### config.mk
export PLATFORM = sky130hd
export DESIGN_NAME = swms_ctrl
export DESIGN_NICKNAME = d
export VERILOG_FILES = /design/src/hw/rtl/swms_pkg.sv /design/src/hw/rtl/swms_ctrl.sv
export SDC_FILE = /design/constraint.sdc
export NUM_CORES = 1
export LEC_CHECK = 0
export BUFFER_PORTS_ARGS = -buffer_cell sky130_fd_sc_hd__buf_2
export CAP_MARGIN = 10
export CELL_PAD_IN_SITES_DETAIL_PLACEMENT = 0
export CELL_PAD_IN_SITES_GLOBAL_PLACEMENT = 1
export CORE_MARGIN = 4
export CORE_UTILIZATION = 42
export CTS_CLUSTER_DIAMETER = 40
export CTS_CLUSTER_SIZE = 28
export DETAILED_ROUTE_END_ITERATION = 10
export GPL_TIMING_DRIVEN = 0
export HOLD_SLACK_MARGIN = 0.06
export MAX_ROUTING_LAYER = met4
export PLACE_DENSITY_LB_ADDON = 0.12
export RECOVER_POWER = 50
export SYNTH_ARGS = -nofsm -noshare
export SYNTH_HDL_FRONTEND = slang
export SYNTH_SLANG_ARGS = --single-unit
### constraint.sdc
create_clock -name clk -period 1.9 [get_ports clk]
set_input_delay 0.19 -clock clk [delete_from_list [all_inputs] [get_ports clk]]
set_output_delay 0.19 -clock clk [all_outputs]
set_load 0.005 [all_outputs]
### src/hw/rtl/swms_pkg.sv
// Package for the mid/side stereo widener.
// Holds types, constants, the sine table generator and rounding helpers.
// No dependencies.
package swms_pkg;

    localparam int SAMPLE_BITS_DEF     = 24;
    localparam int SINE_TABLE_BITS_DEF = 10;

    localparam int VAL_W = 32;
    localparam int ACC_W = 58;
    localparam int MA_W  = 34;
    localparam int MB_W  = 23;
    localparam int CFG_W = 17;

    localparam logic signed [VAL_W-1:0] ONE_Q20          = 32'sd1048576;
    localparam logic signed [MB_W-1:0]  PI_Q20           = 23'sd3294199;
    localparam logic signed [MB_W-1:0]  FOUR_OVER_PI_Q20 = 23'sd1335089;
    localparam logic signed [MB_W-1:0]  THIRD_Q20        = 23'sd349525;
    localparam logic [15:0]             DENSITY_ONE      = 16'd16384;
    localparam logic [CFG_W-1:0]        GAIN_ONE         = 17'd65536;

    localparam longint HALF_PI_Q30     = 64'sd1686629713;
    localparam longint CORDIC_GAIN_Q30 = 64'sd652032875;

    localparam logic [1:0] CFG_DENSITY       = 2'd0;
    localparam logic [1:0] CFG_SUSTAIN       = 2'd1;
    localparam logic [1:0] CFG_HIGHPASS_GAIN = 2'd2;
    localparam logic [1:0] CFG_CENTER_SQUISH = 2'd3;

    localparam longint ATAN_Q30 [30] = '{
        843314857, 497837830, 263043837, 133525159, 67021687, 33543516,
        16775851, 8388438, 4194283, 2097150, 1048576, 524288, 262144, 131072,
        65536, 32768, 16384, 8192, 4096, 2048, 1024, 512, 256, 128, 64, 32,
        16, 8, 4, 2
    };

    typedef enum logic [4:0] {
        OP_NONE, OP_LOAD, OP_SIN_ARG, OP_SIN_MUL, OP_SIN_OUT, OP_PASS,
        OP_FRAC_A, OP_FRAC_B, OP_FRAC_R,
        OP_SUS_A, OP_SUS_T, OP_SUS_B, OP_SUS_C, OP_SUS_R,
        OP_HP_A, OP_HP_OFF, OP_HP_B, OP_HP_K, OP_HP_C, OP_HP_D, OP_HP_R,
        OP_MID_A, OP_MID_T, OP_MID_B, OP_MID_C, OP_MID_R, OP_OUT
    } op_t;

    typedef enum logic [1:0] {
        ARG_SIDE, ARG_COMP, ARG_MID
    } arg_t;

    typedef enum logic [4:0] {
        S_IDLE, S_CHECK, S_SIN_ARG, S_SIN_MUL, S_SIN_OUT, S_PASS,
        S_FRAC_A, S_FRAC_B, S_FRAC_R,
        S_SUS_A, S_SUS_T, S_SUS_B, S_SUS_C, S_SUS_R,
        S_HP_A, S_HP_OFF, S_HP_B, S_HP_K, S_HP_C, S_HP_D, S_HP_R,
        S_MID_A, S_MID_T, S_MID_B, S_MID_C, S_MID_R, S_OUT
    } state_t;

    typedef struct packed {
        op_t  op;
        arg_t arg;
    } cmd_t;

    typedef struct packed {
        logic cnt_gt_one;
    } status_t;

    function automatic logic [31:0] sine_entry(int idx, int tb);
        longint x;
        longint y;
        longint z;
        longint dx;
        longint dy;
        x = CORDIC_GAIN_Q30;
        y = 0;
        z = (longint'(idx) * HALF_PI_Q30) >>> tb;
        for (int i = 0; i < 30; i++) begin
            dx = y >>> i;
            dy = x >>> i;
            if (z >= 0) begin
                x = x - dx;
                y = y + dy;
                z = z - ATAN_Q30[i];
            end
            else begin
                x = x + dx;
                y = y - dy;
                z = z + ATAN_Q30[i];
            end
        end
        if (y < 0) y = 0;
        if (y > (64'sd1 <<< 30)) y = 64'sd1 <<< 30;
        return y[31:0];
    endfunction

    function automatic logic signed [VAL_W-1:0] round_acc(
        logic signed [ACC_W-1:0] v, int sh);
        logic signed [ACC_W-1:0] r;
        r = (v + (ACC_W'(1) <<< (sh - 1))) >>> sh;
        return r[VAL_W-1:0];
    endfunction

endpackage

### src/hw/rtl/swms_ctrl.sv
// Controller for the mid/side stereo widener.
// Sequences datapath operations for one frame; owns the handshakes.
// Depends on swms_pkg.
module swms_ctrl (
    input  logic              clk,
    input  logic              rst_n,
    input  logic              in_valid,
    output logic              in_stall,
    output logic              out_valid,
    input  logic              out_stall,
    input  swms_pkg::status_t status,
    output swms_pkg::cmd_t    cmd
);
    import swms_pkg::*;

    state_t state_reg, state_next;
    state_t ret_reg, ret_next;
    logic   out_valid_reg, out_valid_next;
    logic   out_free;

    assign out_free  = !out_valid_reg || !out_stall;
    assign in_stall  = (state_reg != S_IDLE);
    assign out_valid = out_valid_reg;

    always_ff @(posedge clk or negedge rst_n)
    begin
        if (!rst_n)
        begin
            state_reg     <= S_IDLE;
            ret_reg       <= S_IDLE;
            out_valid_reg <= 1'b0;
        end
        else
        begin
            state_reg     <= state_next;
            ret_reg       <= ret_next;
            out_valid_reg <= out_valid_next;
        end
    end

    always_comb
    begin
        state_next = state_reg;
        ret_next   = ret_reg;
        case (state_reg)
            S_IDLE:    if (in_valid) state_next = S_CHECK;
            S_CHECK:
            begin
                state_next = S_SIN_ARG;
                ret_next   = status.cnt_gt_one ? S_PASS : S_FRAC_A;
            end
            S_SIN_ARG: state_next = S_SIN_MUL;
            S_SIN_MUL: state_next = S_SIN_OUT;
            S_SIN_OUT: state_next = ret_reg;
            S_PASS:    state_next = S_CHECK;
            S_FRAC_A:  state_next = S_FRAC_B;
            S_FRAC_B:  state_next = S_FRAC_R;
            S_FRAC_R:
            begin
                state_next = S_SIN_ARG;
                ret_next   = S_SUS_A;
            end
            S_SUS_A:   state_next = S_SUS_T;
            S_SUS_T:   state_next = S_SUS_B;
            S_SUS_B:   state_next = S_SUS_C;
            S_SUS_C:   state_next = S_SUS_R;
            S_SUS_R:   state_next = S_HP_A;
            S_HP_A:    state_next = S_HP_OFF;
            S_HP_OFF:  state_next = S_HP_B;
            S_HP_B:    state_next = S_HP_K;
            S_HP_K:    state_next = S_HP_C;
            S_HP_C:    state_next = S_HP_D;
            S_HP_D:    state_next = S_HP_R;
            S_HP_R:
            begin
                state_next = S_SIN_ARG;
                ret_next   = S_MID_A;
            end
            S_MID_A:   state_next = S_MID_T;
            S_MID_T:   state_next = S_MID_B;
            S_MID_B:   state_next = S_MID_C;
            S_MID_C:   state_next = S_MID_R;
            S_MID_R:   state_next = S_OUT;
            S_OUT:     if (out_free) state_next = S_IDLE;
            default:   state_next = S_IDLE;
        endcase
    end

    always_comb
    begin
        cmd.op  = OP_NONE;
        cmd.arg = ARG_SIDE;
        out_valid_next = out_valid_reg && out_stall;
        case (state_reg)
            S_IDLE:    cmd.op = in_valid ? OP_LOAD : OP_NONE;
            S_CHECK:   cmd.op = OP_NONE;
            S_SIN_ARG:
            begin
                cmd.op = OP_SIN_ARG;
                if (ret_reg == S_SUS_A) cmd.arg = ARG_COMP;
                else if (ret_reg == S_MID_A) cmd.arg = ARG_MID;
                else cmd.arg = ARG_SIDE;
            end
            S_SIN_MUL: cmd.op = OP_SIN_MUL;
            S_SIN_OUT: cmd.op = OP_SIN_OUT;
            S_PASS:    cmd.op = OP_PASS;
            S_FRAC_A:  cmd.op = OP_FRAC_A;
            S_FRAC_B:  cmd.op = OP_FRAC_B;
            S_FRAC_R:  cmd.op = OP_FRAC_R;
            S_SUS_A:   cmd.op = OP_SUS_A;
            S_SUS_T:   cmd.op = OP_SUS_T;
            S_SUS_B:   cmd.op = OP_SUS_B;
            S_SUS_C:   cmd.op = OP_SUS_C;
            S_SUS_R:   cmd.op = OP_SUS_R;
            S_HP_A:    cmd.op = OP_HP_A;
            S_HP_OFF:  cmd.op = OP_HP_OFF;
            S_HP_B:    cmd.op = OP_HP_B;
            S_HP_K:    cmd.op = OP_HP_K;
            S_HP_C:    cmd.op = OP_HP_C;
            S_HP_D:    cmd.op = OP_HP_D;
            S_HP_R:    cmd.op = OP_HP_R;
            S_MID_A:   cmd.op = OP_MID_A;
            S_MID_T:   cmd.op = OP_MID_T;
            S_MID_B:   cmd.op = OP_MID_B;
            S_MID_C:   cmd.op = OP_MID_C;
            S_MID_R:   cmd.op = OP_MID_R;
            S_OUT:
            begin
                if (out_free)
                begin
                    cmd.op = OP_OUT;
                    out_valid_next = 1'b1;
                end
            end
            default:   cmd.op = OP_NONE;
        endcase
    end

endmodule

==> results by group <==
Run
  – Max-Cap Viols: 0

STA
  – Final number of hold-violating endpoints: 0
  – Hold slack: 0.303 ns
  – Rel. slew slack: 0.529
  – Final period utilization: 0.972
  – Fmax: 541 MHz
  – Minimum clock period: 1.85 ns
  – Max Slew Vio Count: 0
  – Final setup fails: 0
  – Setup Skew: 0.00790 ns
  – Least-Margin Pin Slew: 0.706 ns
  – RSZ-0062 raised after global routing: true
  – Fin Setup TNS: 0 ns

Synthesis
  – Syn_area_per_cell: 8.30 sq um
  – Synthesized Nets: 125
  – Sequential share of the synthesized area: 0.276
  – Synth warn: 0
  – Post-synth EDFFs: 0
  – Post-synth ARST share: 1.00
  – Cell area after synthesis: 996 sq um
  – Netlist cell types: 42
  – Syn Inst Count: 120
  – Yosys reg bits: 11
  – Main synth FF type: dfrtp_1

Floorplan
  – Core area: 2230 sq um
  – Initial Utilization: 0.446
  – I/O pins: 14
  – Chip Height: 56.7 um
  – DIE AREA: 3210 sq um
  – Die W: 56.7 um
  – Site Rows: 17

Drt
  – Post-route DRC: 0
  – TritonRoute pass-1 iters: 4
  – WL/cell: 16.3 um
  – Iter 0 DRT Violations: 29
  – Vias per cell: 5.84
  – Via count: 999
  – Final ANT Viol Nets: 0
  – Total routed wirelength: 2790 um

Pwr
  – Total chip power: 2.22 mW
  – Leak Pwr: 0.528 nW
  – PD cells: 1870 nW/um^2
  – Peak VDD IR: 0.000789 V

Finish
  – Share of cells above drive strength 1: 0.308
  – Nets: 149
  – N_diodes: 0
  – Final cell count without fillers: 171
  – Area Overhead vs Synth: 19.2%
  – Commonest non-fill, non-tap cell in the layout: buf_2
  – Commonest non-fill, non-tap cells in the layout: 16 x buf_2, 12 x nand2_1, 12 x o21ai_0, 9 x a21oi_1, 9 x dfrtp_1

Setup path
  – Worst EP arrival: 1.66 ns
  – CP Capture Type: output pin
  – CP Class: register to output pin
  – CP Max Fanout: 6
  – Startpoint types: register
  – Req. time, crit path: 1.71 ns

Clock network
  – Clk slew on worst S/H paths: 0.07 ns
  – Clock buffer count from CTS: 3
  – Root buffer cell: clkbuf_4
  – Clock tree buffer depth: 2
  – Worst-Skew Late Latency: 0.28 ns
  – CTS sink cnt: 11
  – CTS tree: done
  – Max H-tree Level: 1

Placed design
  – GPL Wtd Cong: 0.890
  – Dpl hpwl: 1980 um
  – Placed Cells incl. Taps: 161
  – Port Buffers: 13

Run status
  – Status: completed

Worst hold path
  – HP Class: input port to register

Global routing
  – Largest net degree at the start of global routing: 19
  – Initial antenna violation count: 0
  – First-pass GRT wire length: 4530 um
  – Total GRT Usage: 0.186
  – GRT overflow: 0
  – Vias in the first global route: 945
-- final timing paths --
path	startpoint	to	slack (ns)	cells after the start
worst min register to register	ret_reg[0]	ret_reg[0]	0.54	1
min in group asynchronous	rst_n	state_reg[0]	0.45	2
worst max-delay path	state_reg[3]	cmd[1]	0.05	6
max in group asynchronous	rst_n	state_reg[3]	0.95	2
worst max register to register	state_reg[3]	state_reg[2]	0.30	6
worst min-delay path	out_stall	out_valid	0.30	3
-- worst max-delay path: stages (launching register included) --
cell and delay (ns):
dfrtp_2 0.45, buf_6 0.15, buf_8 0.12, nor3_4 0.14, nand4b_1 0.19, nor3_2 0.20, buf_2 0.13
-- cells in the mapped netlist (2+ instances only) --
cell,number,share of area
o211ai_1,2,0.015
nand2_1,12,0.045
nor4_2,2,0.025
o21bai_1,2,0.015
a21oi_1,9,0.045
nand2b_1,3,0.019
and2_1,3,0.019
inv_1,3,0.011
buf_2,5,0.025
o22ai_1,3,0.019
o21ai_0,12,0.060
nor3_1,5,0.025
a22o_1,3,0.026
a211o_1,2,0.018
nor2_1,8,0.030
mux2i_1,3,0.030
dfrtp_1,11,0.28
nand3_1,2,0.010
buf_6,6,0.068
nor2b_1,2,0.013
-- what timing repair did --
| item | CTS | global route |
|---|---|---|
| gates resized for setup | 0 | 6 |
| setup buffers | 0 | 7 |
| endpoints found under the hold margin | 11 | 0 |
| pin swaps | 2 | 2 |
| hold buffers | 1 | 0 |
| setup endpoints to repair | 1 | 5 |
-- cell type report --
type                    instances  area [sq um]
flip-flops and latches         11           278
inverters                       3          11.3
repair buffers                 21           126
plain buffers                  11          98.8
clock buffers                   4          26.3
multi-input cells              93           612
fillers                       235          1050
well taps                      28          35.0
-- routing by layer --
metal	up-vias	GRT usage	wire length, um
met4	0	0.0678	38
met2	25	0.287	1290
met5	-	-	0
met3	5	0.0345	126
li1	481	-	-
met1	488	0.240	1330
-- kinds of logic (layout without fill, tap and decap cells) --
family | count (synthesis) | in the layout | synth area share
xor+xnor | 1 | 1 | 0.00880
mux | 3 | 3 | 0.0302
simple gates | 47 | 47 | 0.285
buf+inv | 16 | 39 | 0.117
flops | 11 | 11 | 0.276
compound gates | 42 | 42 | 0.283
-- power breakdown --
| group | internal, mW | switching (mW) | total [mW] |
|---|---|---|---|
| logic | 0.746 | 0.850 | 1.60 |
| registers | 0.340 | 0.112 | 0.451 |
| clock network | 0.0816 | 0.0956 | 0.177 |
-- through the flow --
step	setup slack, ns	cell area [sq um]	util
6_report	0.0526	1190	0.532
5_1_grt	-0.0402	1190	0.532
4_1_cts	0.0140	1120	0.504
3_5_place_dp	0.279	1100	0.491
3_3_place_gp	0.299	1100	0.491
2_1_floorplan	0.506	996	-
Note: power is estimated with default switching activity, not from simulation.
